File: config.mk
export PLATFORM = sky130hd
export DESIGN_NAME = ttf_front
export DESIGN_NICKNAME = d
export VERILOG_FILES = /design/src/rtl/ttf_pkg.sv /design/src/rtl/ttf_front.sv
export SDC_FILE = /design/constraint.sdc
export NUM_CORES = 1
export LEC_CHECK = 0
export BUFFER_PORTS_ARGS = -buffer_cell sky130_fd_sc_hd__buf_4
export CAP_MARGIN = 40
export CORE_AREA = 2 2 158 191
export DETAILED_ROUTE_END_ITERATION = 10
export DIE_AREA = 0 0 160 193
export GPL_TIMING_DRIVEN = 0
export PLACE_DENSITY = 0.78
export SKIP_CTS_REPAIR_TIMING = 1
export SLEW_MARGIN = 20
export SYNTH_ARGS = -nofsm -noshare
export SYNTH_HDL_FRONTEND = slang
export SYNTH_SLANG_ARGS = --single-unit
File: constraint.sdc
create_clock -name i_clk -period 14.3 [get_ports i_clk]
set_input_delay 4.29 -clock i_clk [delete_from_list [all_inputs] [get_ports i_clk]]
set_output_delay 4.29 -clock i_clk [all_outputs]
set_load 0.05 [all_outputs]
File: src/rtl/ttf_pkg.sv
// ----------------------------------------------------------------------------
// ttf_pkg: shared types and helpers for the triangle tangent frame unit
// Item and result structs, the job passed from front to back, status codes
// and the fixed point helpers used by the front and the engine.
// ----------------------------------------------------------------------------
package ttf_pkg;

    // Input component handling: low COMPONENT_BITS of each 16-bit field
    localparam int COMPONENT_BITS = 16;
    localparam int SIGN_POS       = (COMPONENT_BITS > 16) ? 15 : COMPONENT_BITS - 1;
    localparam int CW             = 17;  // held component and difference width
    localparam int VW             = 40;  // working vector width in the back end
    localparam int FRAC_BITS      = 14;

    // Job queue geometry
    localparam int JQ_DEPTH = 2;
    localparam int JQ_AW    = 1;

    // Corner codes
    localparam logic [1:0] CORNER_A = 2'd0;
    localparam logic [1:0] CORNER_B = 2'd1;
    localparam logic [1:0] CORNER_C = 2'd2;

    // Status codes
    localparam logic [1:0] ST_OK       = 2'd0;
    localparam logic [1:0] ST_DET_ZERO = 2'd1;
    localparam logic [1:0] ST_LEN_ZERO = 2'd2;

    typedef logic signed [CW-1:0] t_comp;
    typedef logic signed [VW-1:0] t_vec;

    typedef struct packed {
        logic signed [15:0] pos_x;
        logic signed [15:0] pos_y;
        logic signed [15:0] pos_z;
        logic signed [15:0] tex_s;
        logic signed [15:0] tex_t;
        logic signed [15:0] norm_x;
        logic signed [15:0] norm_y;
        logic signed [15:0] norm_z;
        logic [1:0]         corner;
    } t_in;

    typedef struct packed {
        logic signed [15:0] tan_x;
        logic signed [15:0] tan_y;
        logic signed [15:0] tan_z;
        logic signed [15:0] bin_x;
        logic signed [15:0] bin_y;
        logic signed [15:0] bin_z;
        logic [1:0]         status;
    } t_out;

    // Edge and texture differences plus the normal of one triangle
    typedef struct packed {
        t_comp [2:0] d;
        t_comp [2:0] e;
        t_comp [1:0] f;
        t_comp [1:0] g;
        t_comp [2:0] n;
    } t_job;

    // Take the low component bits of a field as a two's complement number
    function automatic t_comp comp_of(input logic [15:0] f);
        t_comp v;
        v = t_comp'({1'b0, f});
        if (COMPONENT_BITS <= 16) begin
            for (int b = 0; b < CW; b++) begin
                if (b >= SIGN_POS) begin
                    v[b] = f[SIGN_POS];
                end
            end
        end
        return v;
    endfunction

    // Shift right by FRAC_BITS, rounding half away from zero
    function automatic logic signed [63:0] round_q14(input logic signed [63:0] v);
        logic [63:0] m;
        m = v[63] ? 64'(-v) : 64'(v);
        m = (m + 64'(1 << (FRAC_BITS - 1))) >> FRAC_BITS;
        return v[63] ? -$signed(m) : $signed(m);
    endfunction

endpackage

File: src/rtl/ttf_front.sv
// ----------------------------------------------------------------------------
// ttf_front: corner intake
// Holds corners A and B and the normal, and forms the triangle job
// (edge and texture differences) when corner C arrives.
// ----------------------------------------------------------------------------
module ttf_front (
    input  logic          i_clk,
    input  logic          i_accept,
    input  ttf_pkg::t_in  i_item,
    output logic          o_job_push,
    output ttf_pkg::t_job o_job
);
    import ttf_pkg::*;

    t_comp r_pos0 [3];
    t_comp r_pos1 [3];
    t_comp r_tex0 [2];
    t_comp r_tex1 [2];
    t_comp r_norm [3];
    t_comp w_pos  [3];
    t_comp w_tex  [2];
    t_comp w_norm [3];

    // Decode the incoming fields
    always_comb begin
        w_pos[0]  = comp_of(i_item.pos_x);
        w_pos[1]  = comp_of(i_item.pos_y);
        w_pos[2]  = comp_of(i_item.pos_z);
        w_tex[0]  = comp_of(i_item.tex_s);
        w_tex[1]  = comp_of(i_item.tex_t);
        w_norm[0] = comp_of(i_item.norm_x);
        w_norm[1] = comp_of(i_item.norm_y);
        w_norm[2] = comp_of(i_item.norm_z);
    end

    // Hold corners A and B
    always_ff @(posedge i_clk) begin
        if (i_accept) begin
            case (i_item.corner)
                CORNER_A: begin
                    r_pos0 <= w_pos;
                    r_tex0 <= w_tex;
                    r_norm <= w_norm;
                end
                CORNER_B: begin
                    r_pos1 <= w_pos;
                    r_tex1 <= w_tex;
                end
                default: begin
                end
            endcase
        end
    end

    // Form the job on corner C
    assign o_job_push = i_accept && (i_item.corner == CORNER_C);

    always_comb begin
        for (int i = 0; i < 3; i++) begin
            o_job.d[i] = r_pos1[i] - r_pos0[i];
            o_job.e[i] = w_pos[i] - r_pos0[i];
            o_job.n[i] = r_norm[i];
        end
        for (int i = 0; i < 2; i++) begin
            o_job.f[i] = r_tex1[i] - r_tex0[i];
            o_job.g[i] = w_tex[i] - r_tex0[i];
        end
    end

endmodule

Word-level counts from Yosys, hierarchy flattened
Index checks and enable logic that the tools add are counted.

word-level totals
  input port bits = 132
  logic and storage cells = 29
  output and inout bits = 222
  bits in registers = 208

operators by class
  equal/unequal tests = 2
  $add $sub $neg = 10
  reductions and logical operators = 4

operators by type and width
  cell                                                  number
  subtractor 16 x 16 -> 17 bit                          10
  AND reduction 2 bit                                   2
  equality test 2 x 1 -> 1 bit (second input constant)  1
  equality test 2 bit (second input constant)           1
  zero test 2 bit                                       1
  logical AND 1 bit                                     1

Longest topological paths before layout
  depth after elaboration = 2
  mapped depth = 9
  gate-level depth less buffers = 9

Worst setup path after synthesis
OpenSTA, ideal clock, no wires.

  path kind = input port to flip-flop
  start point = input port i_item[0] (netlist name)
  end point = register r_norm (netlist bit o_job[0]), enable pin
  stages = 1
  data required time = 13.499 ns
  path slack = -0.091 ns
  setup time = 0.801 ns
  buffers on the path = 0
  data arrival time = 13.591 ns
  cells stage by stage = nor3b_1

on the way
  longest elaborated chain between the ends = 2

RTL lines
  item                                  line             text
  start: declaration                    ttf_front.sv:9   input ttf_pkg::t_in i_item,
  zero test 2 bit                       ttf_front.sv:39  case (i_item.corner)
  AND reduction 2 bit (no source line)  n/a
  end signal: assignment                ttf_front.sv:43  r_norm <= w_norm;
  end: declaration                      ttf_front.sv:19  t_comp r_norm [3];

No other way between the ends.
A chain may end at the register's enable or synchronous reset.

==> impl_metrics.toml <==
[status]
status = "finished clean"

[critical_path]
critPathMaxStageDelay_ps = 550
slowest_stage = "o21ai_0"
crit_arrival_ps = 6630
critPathKind = "primary input to output pin"
cp-end-kind = "output pin"
cp_max_fo = 4
path_delay_family = "compound AO/OA/AOI/OAI gates"
cp_cell_sequence = "buf_4 -> ha_1 -> nor2b_1 -> o31a_1 -> o41a_1 -> o21ai_0 -> a21oi_1 -> xor2_1 -> buf_4"
critPathLaunchType = "primary input"
crit_path_start = "i_item[83]"
path_buf_inv = 2
required_ps = 10010
cpMostUsedCell = "buf_4"

[yosys]
synth_top_area_share_pct = 43.62
netlist_area_sq_um = 14320
synth_xor_xnor_area_share_pct = 5.873
yosys.area_share.simple_pct = 11.76
synth_top_family_by_area = "compound AO/OA/AOI/OAI gates"
yosys.area.top_type = "edfxtp_1"
muxShareOfSynthArea_pct = 0.4894
synth_area_per_cell_sq_um = 10.44
ys.flop_type = "edfxtp_1"
synth_enable_flop_cells = 208
synth_compound_area_share_pct = 18.33
postSynthCellCount = 1372
synthTopCellsByArea = "edfxtp_1 44%, ha_1 14%, xnor2_1 4.7%, inv_1 4.0%, a21oi_1 3.0%"
ys_async_sr_fraction_pct = 0
synthAdderAreaFrac_pct = 15.38
ys_seq_area_share_pct = 43.62
syn_nets = 1674
synth_cell_types = 73
ys_ff_latch = 208
yosys_warnings = 0

[final_layout]
final_common_cell = "buf_4"
synthToLayoutAreaGrowth_pct = 28.56
layout-drive-gt1-share_pct = 23.54
multiInputGateArea_sq_um = 7437
final-seq-area_sq_um = 6246
antennaDiodeCount = 0
final_util_pct = 63.08
layout.nets = 2064
fillers = 2363
final_cell_mix = "356 x buf_4, 208 x edfxtp_1, 160 x ha_1"

[timing]
period_share_pct = 76.35
tightest_slew_ps = 713.5
slew_violations = 0
slew_headroom_pct = 51.81
min_period_ps = 10920
fmax_mhz = 91.59
finalSetupViolCount = 0
rsz0062_at_grt = "false"
final_hold_viol_count = 0
setup_tns_ps = 0

[clocking]
cts_tree = "built"
cts_buffers = 24
clk_pin_slew_worst_paths_ps = 60
clkSinkCount = 208
clock_path_buffers = 3
htree_levels = 1
root_buffer = "clkbuf_16"

[floorplanning]
die-width_um = 160
initial_core_util_pct = 49.07
design.portCount = 354
die-area_sq_um = 30880
die_y_um = 193
placementRows = 69
core_area_sq_um = 29180

[run]
drv_cap = 0

[drt]
drt_iter0_drc = 677
wl_um = 37390
vias_per_cell = 5.512
num_vias = 11960
dr.pass1.iters = 5
wl_per_cell_um = 17.23
drc_errors = 0
ant_nets = 0

[global_routing]
grtUsageTotal_pct = 23.41
antenna_found_initial = 0
grt_pass1_vias = 11930
grt_overflow = 0
grt_max_degree = 42
grt_pass1_wl_um = 58520

[placed_design]
hpwl_um = 30270
io_buffers = 353
gp_congestion = 0.8659

[min_path]
min_from = "i_item[29]"
hp-class = "primary input to flop"

[power]
power_density_nw_per_um2 = 119.5
power.leakage_nw = 8.168
ir_drop_mv = 0.1024
metrics by stage:
stage | hold slack, ps | area (sq um) | setup slack [ps] | power, mW | instances
after floorplan | 4389 | 14320 | 2821 | 1.351 | 1372
after global placement | 4469 | 17460 | 1499 | 1.605 | 2115
after detailed placement | 4469 | 17650 | 3451 | 1.618 | 2126
after CTS | 3908 | 18410 | 3422 | 2.212 | 2170
after global routing | 3913 | 18410 | 3213 | 2.291 | 2170
final | 3934 | 18410 | 3382 | 2.200 | 2170
metal layers:
metal | up-vias | track usage (%) | share of wire, %
met4 | 0 | 9.286 | 4.1
met1 | 5546 | 25.96 | 38
met5 | - | 0 | 0
met3 | 94 | 5.626 | 7.7
met2 | 425 | 43.46 | 50
li1 | 5896 | - | -
Yosys cell counts, types with 7 or more instances:
master / instances
ha_1: 160
nor2_1: 103
nor2b_1: 31
o21ai_0: 62
xnor2_1: 77
fa_1: 10
o31a_1: 12
or3_1: 15
o21a_1: 37
a31oi_1: 14
a21oi_1: 85
a211oi_1: 14
nand3_1: 32
and2_1: 8
clkbuf_1: 14
and3_1: 13
xor2_1: 19
nand2_1: 56
a21o_1: 39
nor3_1: 37
edfxtp_1: 208
nand2b_1: 12
a221oi_1: 8
mux2i_1: 7
o211ai_1: 21
inv_1: 152
area by class of cell:
cell class              instances  share of cell area (%)
plain buffers                  18                  0.4283
clock buffers                  30                   3.501
clock inverters                14                  0.6322
inverters                     152                   3.100
multi-input cells             994                   40.41
flip-flops and latches        208                   33.93
well taps                     390                   2.651
repair buffers                364                   15.35
where the power goes:
group	switching, mW	leakage [nW]	internal, mW
clock network	0.250	0.366	0.340
registers	0.00902	1.91	0.704
logic	0.606	5.89	0.291
worst paths after layout:
kind                          to  slack (ps)  cells past startpoint
worst min-delay path   o_job[28]        3930                      1
worst max-delay path  o_job[162]        3380                      9
state kept, by name, summed over array words and instances (netlist names):
signal  cells
o_job      48
r_pos0     48
r_pos1     48
r_tex0     32
r_tex1     32
kinds of logic after synthesis:
logic type | after synthesis
mux | 7
fa+ha+maj | 170
compound gates | 382
flops | 208
simple gates | 339
buf+inv | 170
xor+xnor | 96
No activity file was read; power rests on OpenSTA's default activity.
