[config.mk]
export PLATFORM = sky130hd
export DESIGN_NAME = ttf_jobq
export DESIGN_NICKNAME = d
export VERILOG_FILES = /design/src/rtl/ttf_pkg.sv /design/src/rtl/ttf_jobq.sv
export SDC_FILE = /design/constraint.sdc
export NUM_CORES = 1
export LEC_CHECK = 0
export BUFFER_PORTS_ARGS = -buffer_cell sky130_fd_sc_hd__buf_4
export CORE_MARGIN = 2
export CORE_UTILIZATION = 27
export DETAILED_ROUTE_END_ITERATION = 7
export HOLD_SLACK_MARGIN = 0.12
export RECOVER_POWER = 50
export SETUP_SLACK_MARGIN = 0.1
export SYNTH_ARGS = -nofsm -noshare
export SYNTH_HDL_FRONTEND = slang
export SYNTH_SLANG_ARGS = --single-unit
[constraint.sdc]
create_clock -name i_clk -period 15.9 [get_ports i_clk]
set_input_delay 0.795 -clock i_clk [delete_from_list [all_inputs] [get_ports i_clk]]
set_output_delay 0.795 -clock i_clk [all_outputs]
set_load 0.1 [all_outputs]
[src/rtl/ttf_pkg.sv]
// ----------------------------------------------------------------------------
// ttf_pkg: shared types and helpers for the triangle tangent frame unit
// Item and result structs, the job passed from front to back, status codes
// and the fixed point helpers used by the front and the engine.
// ----------------------------------------------------------------------------
package ttf_pkg;

    // Input component handling: low COMPONENT_BITS of each 16-bit field
    localparam int COMPONENT_BITS = 16;
    localparam int SIGN_POS       = (COMPONENT_BITS > 16) ? 15 : COMPONENT_BITS - 1;
    localparam int CW             = 17;  // held component and difference width
    localparam int VW             = 40;  // working vector width in the back end
    localparam int FRAC_BITS      = 14;

    // Job queue geometry
    localparam int JQ_DEPTH = 2;
    localparam int JQ_AW    = 1;

    // Corner codes
    localparam logic [1:0] CORNER_A = 2'd0;
    localparam logic [1:0] CORNER_B = 2'd1;
    localparam logic [1:0] CORNER_C = 2'd2;

    // Status codes
    localparam logic [1:0] ST_OK       = 2'd0;
    localparam logic [1:0] ST_DET_ZERO = 2'd1;
    localparam logic [1:0] ST_LEN_ZERO = 2'd2;

    typedef logic signed [CW-1:0] t_comp;
    typedef logic signed [VW-1:0] t_vec;

    typedef struct packed {
        logic signed [15:0] pos_x;
        logic signed [15:0] pos_y;
        logic signed [15:0] pos_z;
        logic signed [15:0] tex_s;
        logic signed [15:0] tex_t;
        logic signed [15:0] norm_x;
        logic signed [15:0] norm_y;
        logic signed [15:0] norm_z;
        logic [1:0]         corner;
    } t_in;

    typedef struct packed {
        logic signed [15:0] tan_x;
        logic signed [15:0] tan_y;
        logic signed [15:0] tan_z;
        logic signed [15:0] bin_x;
        logic signed [15:0] bin_y;
        logic signed [15:0] bin_z;
        logic [1:0]         status;
    } t_out;

    // Edge and texture differences plus the normal of one triangle
    typedef struct packed {
        t_comp [2:0] d;
        t_comp [2:0] e;
        t_comp [1:0] f;
        t_comp [1:0] g;
        t_comp [2:0] n;
    } t_job;

    // Take the low component bits of a field as a two's complement number
    function automatic t_comp comp_of(input logic [15:0] f);
        t_comp v;
        v = t_comp'({1'b0, f});
        if (COMPONENT_BITS <= 16) begin
            for (int b = 0; b < CW; b++) begin
                if (b >= SIGN_POS) begin
                    v[b] = f[SIGN_POS];
                end
            end
        end
        return v;
    endfunction

    // Shift right by FRAC_BITS, rounding half away from zero
    function automatic logic signed [63:0] round_q14(input logic signed [63:0] v);
        logic [63:0] m;
        m = v[63] ? 64'(-v) : 64'(v);
        m = (m + 64'(1 << (FRAC_BITS - 1))) >> FRAC_BITS;
        return v[63] ? -$signed(m) : $signed(m);
    endfunction

endpackage

[src/rtl/ttf_jobq.sv]
// ----------------------------------------------------------------------------
// ttf_jobq: job queue
// Short queue of triangle jobs between the intake and the solver.
// ----------------------------------------------------------------------------
module ttf_jobq (
    input  logic          i_clk,
    input  logic          i_rst_n,
    input  logic          i_push,
    input  ttf_pkg::t_job i_data,
    input  logic          i_pop,
    output ttf_pkg::t_job o_data,
    output logic          o_full,
    output logic          o_empty
);
    import ttf_pkg::*;

    t_job             r_mem [JQ_DEPTH];
    logic [JQ_AW-1:0] r_wp;
    logic [JQ_AW-1:0] r_rp;
    logic [JQ_AW:0]   r_cnt;
    logic             w_wr;
    logic             w_rd;

    assign o_full  = (r_cnt == (JQ_AW+1)'(JQ_DEPTH));
    assign o_empty = (r_cnt == '0);
    assign w_wr    = i_push && !o_full;
    assign w_rd    = i_pop && !o_empty;
    assign o_data  = r_mem[r_rp];

    // Store entries
    always_ff @(posedge i_clk) begin
        if (w_wr) begin
            r_mem[r_wp] <= i_data;
        end
    end

    // Advance pointers and count
    always_ff @(posedge i_clk) begin
        if (!i_rst_n) begin
            r_wp  <= '0;
            r_rp  <= '0;
            r_cnt <= '0;
        end else begin
            if (w_wr) begin
                r_wp <= r_wp + 1'b1;
            end
            if (w_rd) begin
                r_rp <= r_rp + 1'b1;
            end
            if (w_wr && !w_rd) begin
                r_cnt <= r_cnt + 1'b1;
            end else if (w_rd && !w_wr) begin
                r_cnt <= r_cnt - 1'b1;
            end
        end
    end

endmodule

==> Word level (Yosys, flattened, before mapping) <==
Memories as Yosys holds them, arrays and structs flattened. A register that Yosys moved wholly into a read port is not among the register bits.
Cells that the tools add are included.
{ "op_classes": {"addsub": 4, "n_reduce_logical": 10, "n_mux": 6, "eq_ne": 1} }
{ "ops": {"columns": ["cell", "n"], "rows": [
  ["1-bit logical AND", 4],
  ["1-bit logical NOT", 4],
  ["1-bit two-way mux", 4],
  ["2-bit two-way mux", 2],
  ["1-bit adder, second input constant", 2],
  ["2-bit by 1-bit adder with 2-bit output, second input constant", 1],
  ["2-bit == test, second input constant", 1],
  ["2-bit logical NOT", 1],
  ["2-bit nonzero test", 1],
  ["2-bit by 1-bit subtractor with 2-bit output, second input constant", 1]
]} }
{ "word_totals": {"input_bits": 225, "ff_bits": 4, "mem_bits_rw": 442, "mem_count": 1} }
{ "memory_table": {"columns": ["memory", "words", "width", "rd", "rd_ports_with_merged_regs", "wr", "line", "rtl"], "rows": [
  ["r_mem", 2, 221, 1, 1, 1, "ttf_jobq.sv:17", "t_job r_mem [JQ_DEPTH];"]
]} }

==> Depth between registers and ports, before layout <==
Gate-level depths: netlist of the first run.
{ "depth": {"depth_word": 7, "depth_mapped": 7, "mapped_depth_nobuf": 7} }

==> Least setup slack after synthesis of the first run <==
OpenSTA, ideal clock, no wires.
{ "synth_timing": {"path_kind": "register to register", "from": "register r_cnt[0]", "to": "register r_wp", "setup_time_ns": 0.097, "stages_incl_launch_ff": 5, "path_slack_ns": 5.710, "t_arrival_ns": 10.093, "cell_sequence": "dfxtp_1 nand2b_1 inv_1 nor3_2 o21a_1"} }
{ "synth_between": {"elab_chain_len": 3} }
{ "synth_rtl": {"columns": ["element", "line", "rtl"], "rows": [
  ["from (decl)", "ttf_jobq.sv:20", "logic [JQ_AW:0] r_cnt;"],
  ["from (signal assigned)", "ttf_jobq.sv:51", "r_cnt <= r_cnt + 1'b1;"],
  ["from (signal assigned)", "ttf_jobq.sv:53", "r_cnt <= r_cnt - 1'b1;"],
  ["2-bit == test", "ttf_jobq.sv:24", "assign o_full = (r_cnt == (JQ_AW+1)'(JQ_DEPTH));"],
  ["net o_full", "ttf_jobq.sv:12", "output logic o_full,"],
  ["1-bit logical NOT", "ttf_jobq.sv:26", "assign w_wr = i_push && !o_full;"],
  ["1-bit logical AND", "ttf_jobq.sv:26", null],
  ["to (signal assigned)", "ttf_jobq.sv:45", "r_wp <= r_wp + 1'b1;"],
  ["to (decl)", "ttf_jobq.sv:18", "logic [JQ_AW-1:0] r_wp;"]
]} }
The timed path passes the listed nets, and every way through them passes these cells.
A chain may end at the register's enable or synchronous reset.

==> Worst setup path in the final report of the first run <==
{ "layout_timing": {"from": "register r_cnt[0]", "to": "memory r_mem[1][134] (netlist bit) (enable)"} }
{ "layout_between": {"elab_chain_len": 5} }
{ "layout_rtl": {"columns": ["element", "line", "rtl"], "rows": [
  ["2-bit == test", "ttf_jobq.sv:24", null],
  ["1-bit logical NOT", "ttf_jobq.sv:26", null],
  ["1-bit logical AND", "ttf_jobq.sv:26", null],
  ["1-bit two-way mux", "ttf_jobq.sv:32", "if (w_wr) begin"],
  ["1-bit two-way mux (implied by the code)", "ttf_jobq.sv:33", "r_mem[r_wp] <= i_data;"],
  ["to (decl)", "ttf_jobq.sv:17", null]
]} }
Every way passes these cells.

==> results of run 1 <==
==> worst max-delay path: cells and delay by family (launching register included) <==
kind	cells	cell delay [ns]
buffers and inverters	2	3.19
AND/OR/NAND/NOR	2	1.77
flip-flops	1	0.42
==> metrics by stage <==
step,area (um2),cells,util
floorplan,17100,713,-
detailed placement,21200,1992,0.338
finish,22600,2082,0.360
global route,22600,2081,0.360
global placement,21200,1992,0.338
CTS,22800,2080,0.364
==> layout make-up <==
class,instances,area (um2),area share
Inverter,2,7.51,0.000333
Clock buffer,58,1300,0.0577
Multi-Input combinational cell,239,3320,0.147
Antenna cell,2,5.00,0.000222
Clock inverter,30,308,0.0136
Tap cell,846,1060,0.0469
Timing Repair Buffer,458,3190,0.141
Sequential cell,447,13400,0.593
==> per-layer routing <==
| metal | up-vias | track usage | share of wire |
|---|---|---|---|
| met3 | 84 | 0.0488 | 0.087 |
| met2 | 283 | 0.191 | 0.50 |
| met5 | - | 0 | 0.0021 |
| li1 | 3826 | - | - |
| met1 | 4158 | 0.124 | 0.39 |
| met4 | 12 | 0.0376 | 0.030 |
==> path summary, 6_finish.rpt <==
| path | endpoint | depth (start not counted) |
|---|---|---|
| max | r_mem[1][134] | 4 |
| max reg2reg | r_mem[1][134] | 4 |
| min | r_mem[1][60] | 1 |
| min reg2reg | r_cnt[1] | 2 |
==> layout by cell type (no fill, tap or decap), types with 2 or more instances in the layout <==
cell type and n:
and2_0 2, inv_1 2, diode_2 2, mux2_4 190, mux2_2 31, nor2_1 2, buf_4 233, clkbuf_1 73
dfxtp_1 4, o21ai_0 2, inv_6 2, clkbuf_4 158, bufinv_16 6, xnor2_1 2, clkbuf_16 51, a21boi_0 2
clkinvlp_4 4, clkinv_2 6, clkinv_1 11, edfxtp_1 442
==> state kept, by name, indices dropped and copies added, names as in the netlist, named ones only <==
register  count
r_cnt         2
r_mem       442
r_rp          1
r_wp          1
==> kinds of logic (layout without fill, tap and decap cells) <==
| logic type | count (synthesis) | count (layout) | synth area share |
|---|---|---|---|
| DFF | 447 | 447 | 0.784 |
| muxes | 221 | 221 | 0.188 |
| buffers and inverters | 27 | 548 | 0.0215 |
| and+or+nand+nor | 9 | 9 | 0.00323 |
| AOI/OAI and AO/OA | 5 | 5 | 0.00191 |
| xor gates and xnor gates | 3 | 3 | 0.00154 |
| adders and majority gates | 1 | 1 | 0.000733 |
| other | 0 | 2 | 0 |
==> qor.txt, run 1 <==
Status -> complete, but fails checks
Failing checks -> capacitance limit, slew limit
Die width -> 255 um
First-pass GRT wire length -> 55.7 mm
Setup Fix Bufs, Post-CTS -> 0
Via count -> 8363
Predominant post-synthesis flop cell -> edfxtp_1
WHS -> 0.423 ns
Worst Skew -> 0.0246 ns
WL per Instance -> 18.2 um
Vias in the first global route -> 9004
Critical Path Fanout Max -> 63
CTS tree -> built
Initial antenna violation count -> 8
CTS root buf -> clkbuf_16
Minimum clock period -> 5.98 ns
Syn nets -> 939
Hold wc startpoint -> i_data[60]
Router iterations before antenna repair -> 4
Critical-path cell list -> nand2b_1 -> and3_1 -> clkbuf_1 -> buf_4
Top-area cell type share of the netlist area -> 0.778
Register-to-register setup slack -> 9.92 ns
Global Route Usage Sum -> 0.111
NumNets Final -> 1423
Fin Setup TNS -> 0 ns
# fillers -> 5956
Worst hold path class -> in -> reg
Sequential area share after synthesis -> 0.784
Area delta synth->final -> 32.2%
Worst-margin pin slew -> 3.03 ns
Max stage delay on crit path -> 2.22 ns
Setup violators final -> 0
Critical path origin -> r_cnt[0]
Worst Setup End Kind -> flip-flop
Largest net degree at the start of global routing -> 70
Remaining DRCs -> 0
Die height -> 255 um
Netlist Area Pre-Place -> 0.0171 mm2
Worst Slack Setup Final -> 9.92 ns
Port bufs -> 447
Max-slew violations -> 139
Max Fclk -> 167 MHz
CTS sink count -> 447
Initial Utilization -> 0.272
Cell type with the largest total area after synthesis -> edfxtp_1
Congestion Overflow GR -> 0
Initial DRC count -> 379
Final-report hold violation count -> 0
Clock transition at path regs -> 0.07 ns
Critical path's slowest cell -> clkbuf_1
Syn_area_per_cell -> 23.9 um2
Crit path DAT -> 6.17 ns
Row cnt -> 92
Vias per cell -> 4.02
Synth cell types -> 22
Final HPWL DP -> 25.3 mm
Relative slew slack -> -1.02
Post-synthesis register bit count -> 447
Crit start category -> flip-flop
Post-Route WL -> 37.9 mm
RSZ-0062 raised after global routing -> false
Ys Warns -> 0
Post-synth EDFFs -> 442
Kind of critical path -> reg -> reg
Largest cells by area after synthesis -> edfxtp_1, mux2_4, mux2_2
Period utilisation layout -> 0.376
Req. time, crit path -> 16.08 ns
GP Congestion -> 0.737
Synthesized netlist cell count -> 713
# H-tree levels -> 2
Hold-fix buffers, CTS -> 0
Post-Place Setup Slack -> 11.93 ns
Die area -> 0.0652 mm2
Ratio of cells with drive above 1 in the final layout -> 0.553
Total CTS buffers -> 49
Core area -> 0.0627 mm2
Most common cell in the synthesized netlist -> edfxtp_1
Top cells by count, synth -> edfxtp_1, mux2_4, mux2_2
Skew-Pair Late Insertion Delay -> 0.58 ns
Clock buffer depth -> 3
IO Count -> 448
R2R Path Start -> r_cnt[0]
CTS resizes -> 0
Routed Antenna Nets -> 0
Max-cap viol count -> 3
Asr flop ratio synth -> 0
Power of run 1 is not shown: default switching activity piles up to over one toggle a cycle in this logic, so the estimate is an artifact.
==> run 2, diff against run 1 <==
==> constraint.sdc (replaced) <==
create_clock -name i_clk -period 5.35 [get_ports i_clk]
set_input_delay 0.2675 -clock i_clk [delete_from_list [all_inputs] [get_ports i_clk]]
set_output_delay 0.2675 -clock i_clk [all_outputs]
set_load 0.1 [all_outputs]
==> run 2 against run 1 <==
Compared with the run above:
- the flow still finishes with violations (capacitance limit, slew limit)
- design area up 10%
- sequential share of layout area down 5.4 points
- global-route usage up 0.34 points
- die area unchanged
- first-iteration DRC count up 16%
- largest cell class unchanged
- routed wire length up 1.9%
- fmax up 57%
- worst hold slack worse by 0.20 ns
- cell count up 11%
- critical path depth unchanged
- count of clock-buffer cells in the layout up 7
- utilization up 3.6 points
==> qor.txt, run 2 (same netlist as run 1, synthesis figures left out) <==
Global Route met2 Usage -> 0.200 (was 0.191)
Initial DRC count -> 439 (was 379)
Max FFs per register -> 442 (unchanged)
Post-Route WL -> 38.6 mm (was 37.9 mm)
Critical path's slowest cell -> clkbuf_2 (was clkbuf_1)
Ratio of cells with drive above 1 in the final layout -> 0.472 (was 0.553)
Crit start category -> flip-flop (unchanged)
Worst-margin pin slew -> 3.08 ns (was 3.03 ns)
Worst Setup End Kind -> flip-flop (unchanged)
CTS sink count -> 447 (unchanged)
Die area -> 0.0652 mm2 (unchanged)
# fillers -> 5724 (was 5956)
Initial Utilization -> 0.272 (unchanged)
Router iterations before antenna repair -> 5 (was 4)
Vias in the first global route -> 10.1k (was 9004)
Biggest register -> r_mem (unchanged)
First-pass GRT wire length -> 58.6 mm (was 55.7 mm)
Worst Slack Setup Final -> 1.53 ns (was 9.92 ns)
NumNets Final -> 1643 (was 1423)
Remaining DRCs -> 0 (unchanged)
Initial antenna violation count -> 3 (was 8)
Worst hold path class -> in -> reg (unchanged)
Clock buffer depth -> 3 (unchanged)
Req. time, crit path -> 5.46 ns (was 16.08 ns)
Global Route Usage Sum -> 0.115 (was 0.111)
Final HPWL DP -> 24.1 mm (was 25.3 mm)
Max-slew violations -> 138 (was 139)
Power density cells -> 596 mW/mm2
Post-Place Setup Slack -> 2.87 ns (was 11.93 ns)
Total CTS buffers -> 50 (was 49)
RSZ-0062 raised after global routing -> false (unchanged)
Failing checks -> capacitance limit, slew limit (unchanged)
Row cnt -> 92 (unchanged)
Congestion Overflow GR -> 0 (unchanged)
Status -> complete, but fails checks (unchanged)
Skew-Pair Late Insertion Delay -> 0.58 ns (about the same)
Period utilisation layout -> 0.714 (was 0.376)
Max-cap viol count -> 2 (was 3)
Worst Skew -> 0.0152 ns (was 0.0246 ns)
Most frequent cells in the layout -> edfxtp_1, buf_4, dlygate4sd3_1 (was edfxtp_1, buf_4, mux2_4)
Largest net degree at the start of global routing -> 114 (was 70)
# H-tree levels -> 2 (unchanged)
IO Count -> 448 (unchanged)
Port bufs -> 447 (unchanged)
Die width -> 255 um (unchanged)
Via count -> 9237 (was 8363)
Final Instance Area -> 0.0248 mm2 (was 0.0226 mm2)
Clock transition at path regs -> 0.05 ns (was 0.07 ns)
Routed Antenna Nets -> 0 (unchanged)
Setup violators final -> 0 (unchanged)
Leading cell type in the layout, fill and taps excluded -> edfxtp_1 (unchanged)
Core area -> 0.0627 mm2 (unchanged)
Hold-fix buffers, CTS -> 223 (was 0)
Die height -> 255 um (unchanged)
Max Fclk -> 262 MHz (was 167 MHz)
Placed cell area -> 0.0213 mm2 (was 0.0212 mm2)
Area taken by flip-flops and latches -> 0.0134 mm2 (unchanged)
WHS -> 0.223 ns (was 0.423 ns)
Vias per cell -> 4.01 (was 4.02)
Critical Path Fanout Max -> 109 (was 63)
GP Congestion -> 0.785 (was 0.737)
Top Usage Layer GRT -> met2 (unchanged)
WL per Instance -> 16.8 um (was 18.2 um)
Max stage delay on crit path -> 2.14 ns (was 2.22 ns)
GR Util met3 -> 0.0393 (was 0.0488)
Area of the multi-input gates -> 0.00332 mm2 (unchanged)
Critical-path cell list -> nand2b_1 -> inv_1 -> nor3_1 -> clkbuf_2 (was nand2b_1 -> and3_1 -> clkbuf_1 -> buf_4)
Met1 layer usage reported by global route -> 0.130 (was 0.124)
Crit path DAT -> 3.93 ns (was 6.17 ns)
CTS tree -> built (unchanged)
CTS root buf -> clkbuf_16 (unchanged)
CTS resizes -> 0 (unchanged)
Minimum clock period -> 3.82 ns (was 5.98 ns)
Top Registers -> r_mem: 442 flops, r_cnt: 2 flops (unchanged)
Buffers and inverters on the worst path -> 2 (unchanged)
Final-report hold violation count -> 0 (unchanged)
Lkg Pwr -> 9.36 nW
Worst IR drop on VDD -> 0.694 mV
Area delta synth->final -> 45.5% (was 32.2%)
Relative slew slack -> -1.05 (was -1.02)
Kind of critical path -> reg -> reg (unchanged)
Setup Fix Bufs, Post-CTS -> 0 (unchanged)
CP delay by family, top -> buffers and inverters (unchanged)
## run 2: cell count changes in the layout (fill, tap and decap cells not counted), sizes merged
cell	delta
clkinv	-1
bufinv	-3
dlygate4sd3	+223
clkinvlp	-2
clkbuf	+6
buf	-3
## run 2: metal layers
| metal | part of all wire | wire (um) |
|---|---|---|
| met5 | 0.00039 | 15 |
| met2 | 0.51 | 19500 |
| met1 | 0.39 | 15100 |
| met4 | 0.030 | 1140 |
| met3 | 0.073 | 2810 |
## run 2: area by class of cell
class / instances / area share
clock buffers: 65 / 0.0552
well taps: 846 / 0.0426
repair buffers: 677 / 0.221
flip-flops and latches: 447 / 0.539
diodes: 2 / 0.000202
inverters: 2 / 0.000302
clock inverters: 24 / 0.00796
multi-input cells: 239 / 0.134
## run 2: per-stage QoR
stage          setup TNS (ns)   util  power (mW)  instances
5_1_grt                     0  0.396        15.3       2302
6_report                    0  0.396        14.8       2302
3_3_place_gp                0  0.339        11.5       1988
2_1_floorplan         -324.43      -        10.4        713
4_1_cts                     0  0.400        15.0       2300
3_5_place_dp                0  0.339        11.5       1988
## run 2: tightest hold or removal path, stage by stage
cell and delay (ns):
buf_4 0.11, o21ai_0 0.13, xnor2_1 0.09, and2_1 0.15
## run 2: path summary, 6_finish.rpt
check                start           end  slack [ns]  cells past startpoint
setup reg to reg  r_cnt[0]  r_mem[0][22]        1.53                      4
setup / recovery  r_cnt[0]  r_mem[0][22]        1.53                      4
hold reg to reg   r_cnt[1]      r_cnt[1]        0.54                      2
hold / removal       i_pop     flip-flop        0.22                      4
## run 2: report_power, final
| group | internal, mW | switching (mW) | total [mW] |
|---|---|---|---|
| Clock | 1.94 | 1.34 | 3.29 |
| Combinational | 1.77 | 5.16 | 6.93 |
| Sequential | 4.43 | 0.167 | 4.59 |
| Total | 8.14 | 6.67 | 14.8 |
(Power assumes the default switching activity.)
==> run 3, diff against run 2 <==
==> constraint.sdc (replaced) <==
create_clock -name i_clk -period 3.1 [get_ports i_clk]
set_input_delay 0.155 -clock i_clk [delete_from_list [all_inputs] [get_ports i_clk]]
set_output_delay 0.155 -clock i_clk [all_outputs]
set_load 0.1 [all_outputs]
==> run 3 against run 2 <==
Compared with the run above:
- the run now ends clean
- fmax grew 45%
- cell count grew 0.56%
- sequential share of layout area shrank 0.49 points
- clock skew grew 0.0039 ns
- flip-flop and latch count is the same
- register-to-register slack lost 1.1 ns
- largest power group unchanged
==> qor.txt, run 3 (same netlist as run 1, synthesis figures left out) <==
Status -> finished clean (was complete, but fails checks)
Crit path DAT -> 2.81 ns (was 3.93 ns)
Initial Utilization -> 0.272 (unchanged)
Max FFs per register -> 442 (unchanged)
Met1 layer usage reported by global route -> 0.125 (was 0.130)
Router iterations before antenna repair -> 4 (was 5)
Dpl cells -> 2006 (was 1988)
Routed Antenna Nets -> 0 (unchanged)
Row cnt -> 92 (unchanged)
Via count -> 9174 (was 9237)
Port bufs -> 447 (unchanged)
Minimum clock period -> 2.63 ns (was 3.82 ns)
Fin Setup TNS -> 0 ns (unchanged)
Initial DRC count -> 355 (was 439)
WL per Instance -> 16.3 um (was 16.8 um)
Vias in the first global route -> 10.3k (was 10.1k)
GR Util met3 -> 0.0373 (was 0.0393)
Lkg Pwr -> 9.49 nW (was 9.36 nW)
Crit start category -> flip-flop (unchanged)
Non-Filler Instances -> 2315 (was 2302)
CTS sink count -> 447 (unchanged)
Initial antenna violation count -> 0 (was 3)
N_diodes -> 0 (was 2)
Biggest register -> r_mem (unchanged)
Period utilisation layout -> 0.850 (was 0.714)
CTS tree -> built (unchanged)
NetSw -> 11.4 mW (was 6.67 mW)
Vias per cell -> 3.96 (was 4.01)
Global Route met2 Usage -> 0.205 (was 0.200)
Power share of the clock group -> 0.224 (was 0.222)
Worst Setup End Kind -> flip-flop (unchanged)
First-pass GRT wire length -> 58.2 mm (was 58.6 mm)
Leading cell type in the layout, fill and taps excluded -> edfxtp_1 (unchanged)
GP Congestion -> 0.757 (was 0.785)
Sw Share -> 0.444 (was 0.450)
Worst-margin pin slew -> 1.18 ns (was 3.08 ns)
Worst IR drop on VDD -> 0.887 mV (was 0.694 mV)
Die height -> 255 um (unchanged)
Comb power frac -> 0.472 (was 0.468)
Post-Route WL -> 37.8 mm (was 38.6 mm)
# H-tree levels -> 2 (unchanged)
Die width -> 255 um (unchanged)
Final HPWL DP -> 25.4 mm (was 24.1 mm)
Max-slew violations -> 0 (was 138)
Core area -> 0.0627 mm2 (unchanged)
P_int -> 14.3 mW (was 8.14 mW)
CTS root buf -> clkbuf_16 (unchanged)
CTS resizes -> 0 (unchanged)
Worst Skew -> 0.0191 ns (was 0.0152 ns)
# fillers -> 5664 (was 5724)
Most frequent cells in the layout -> edfxtp_1, buf_4, dlygate4sd3_1 (unchanged)
Clock buffer depth -> 3 (unchanged)
Skew-Pair Late Insertion Delay -> 0.56 ns (was 0.58 ns)
Relative slew slack -> 0.216 (was -1.05)
Kind of critical path -> reg -> reg (unchanged)
Design Power -> 25.7 mW (was 14.8 mW)
Top Registers -> r_mem: 442 flops, r_cnt: 2 flops (unchanged)
Ratio of cells with drive above 1 in the final layout -> 0.483 (was 0.472)
Area delta synth->final -> 46.8% (was 45.5%)
Flop pwr share -> 0.304 (was 0.310)
Final-report hold violation count -> 0 (unchanged)
Global Route Usage Sum -> 0.113 (was 0.115)
Total CTS buffers -> 47 (was 50)
Area of the multi-input gates -> 0.00333 mm2 (was 0.00332 mm2)
Req. time, crit path -> 3.27 ns (was 5.46 ns)
Max Fclk -> 380 MHz (was 262 MHz)
Critical Path Fanout Max -> 88 (was 109)
Setup violators final -> 0 (unchanged)
Register-to-register setup slack -> 0.47 ns (was 1.53 ns)
Worst hold path class -> in -> reg (unchanged)
Area taken by flip-flops and latches -> 0.0134 mm2 (unchanged)
Congestion Overflow GR -> 0 (unchanged)
Largest net degree at the start of global routing -> 99 (was 114)
RSZ-0062 raised after global routing -> false (unchanged)
Max-cap viol count -> 0 (was 2)
Power density cells -> 1030 mW/mm2 (was 596 mW/mm2)
IO Count -> 448 (unchanged)
Clock transition at path regs -> 0.06 ns (was 0.05 ns)
NumNets Final -> 1659 (was 1643)
Top Usage Layer GRT -> met2 (unchanged)
Remaining DRCs -> 0 (unchanged)
Die area -> 0.0652 mm2 (unchanged)
run 3: cell count changes in the layout (fill, tap and decap cells not counted), moves of 3 or more:
cell / previous run / this run
buf_4: 225 / 237
bufinv_16: 3 / 8
clkinv_2: 5 / 8
clkbuf_16: 53 / 49
clkbuf_1: 67 / 61
buf_12: 5 / 8
run 3: per-stage QoR:
| step | hold slack (ns) | setup WS (ns) | instance area (um2) | util |
|---|---|---|---|---|
| after floorplan | 0.254 | -3.71 | 17100 | - |
| after global placement | 0.340 | 1.14 | 21500 | 0.342 |
| after detailed placement | 0.342 | 1.11 | 21500 | 0.342 |
| after CTS | 0.134 | 0.540 | 25300 | 0.403 |
| after global routing | 0.304 | 0.265 | 25100 | 0.399 |
| final | 0.301 | 0.466 | 25100 | 0.399 |
run 3: final timing paths:
check,from,to,cells after the start
worst min register to register,r_cnt[1],r_cnt[1],2
worst min-delay path,i_push,r_mem[0][210],4
worst max register to register,r_cnt[0],r_mem[1][85],3
worst max-delay path,r_cnt[0],r_mem[1][85],3
run 3: timing repair:
item / 4_1_cts / 5_1_grt
hold buffers: 224 / 0
hold endpoints to repair: 447 / 0
setup buffers: 0 / 0
run 3: critical path, cell delays in order, from the launching register on:
cell and delay [ns]:
dfxtp_1 0.41, nand2b_1 0.16, and3_1 0.81, buf_6 0.70
run 3: cell type report:
class | count | share of cell area
Sequential cell | 447 | 0.534
Multi-Input combinational cell | 239 | 0.133
Timing Repair Buffer | 696 | 0.227
Inverter | 2 | 0.000300
Clock inverter | 30 | 0.0142
Tap cell | 846 | 0.0422
Clock buffer | 55 | 0.0498
run 3: metal layers:
metal	vias up	share of wire	wire length [um]
met5	-	0	0
met4	0	0.023	869
met3	54	0.074	2800
met2	322	0.51	19500
met1	4505	0.39	14700
li1	4293	-	-
run 3: power groups by stage:
stage               sequential (mW)  combinational, mW  clock [mW]
detailed placement             7.95               12.1           0
global placement               7.91               12.0           0
global route                   7.89               12.5        6.18
floorplan                      7.99               9.98           0
CTS                            7.82               12.3        5.96
finish                         7.82               12.1        5.76
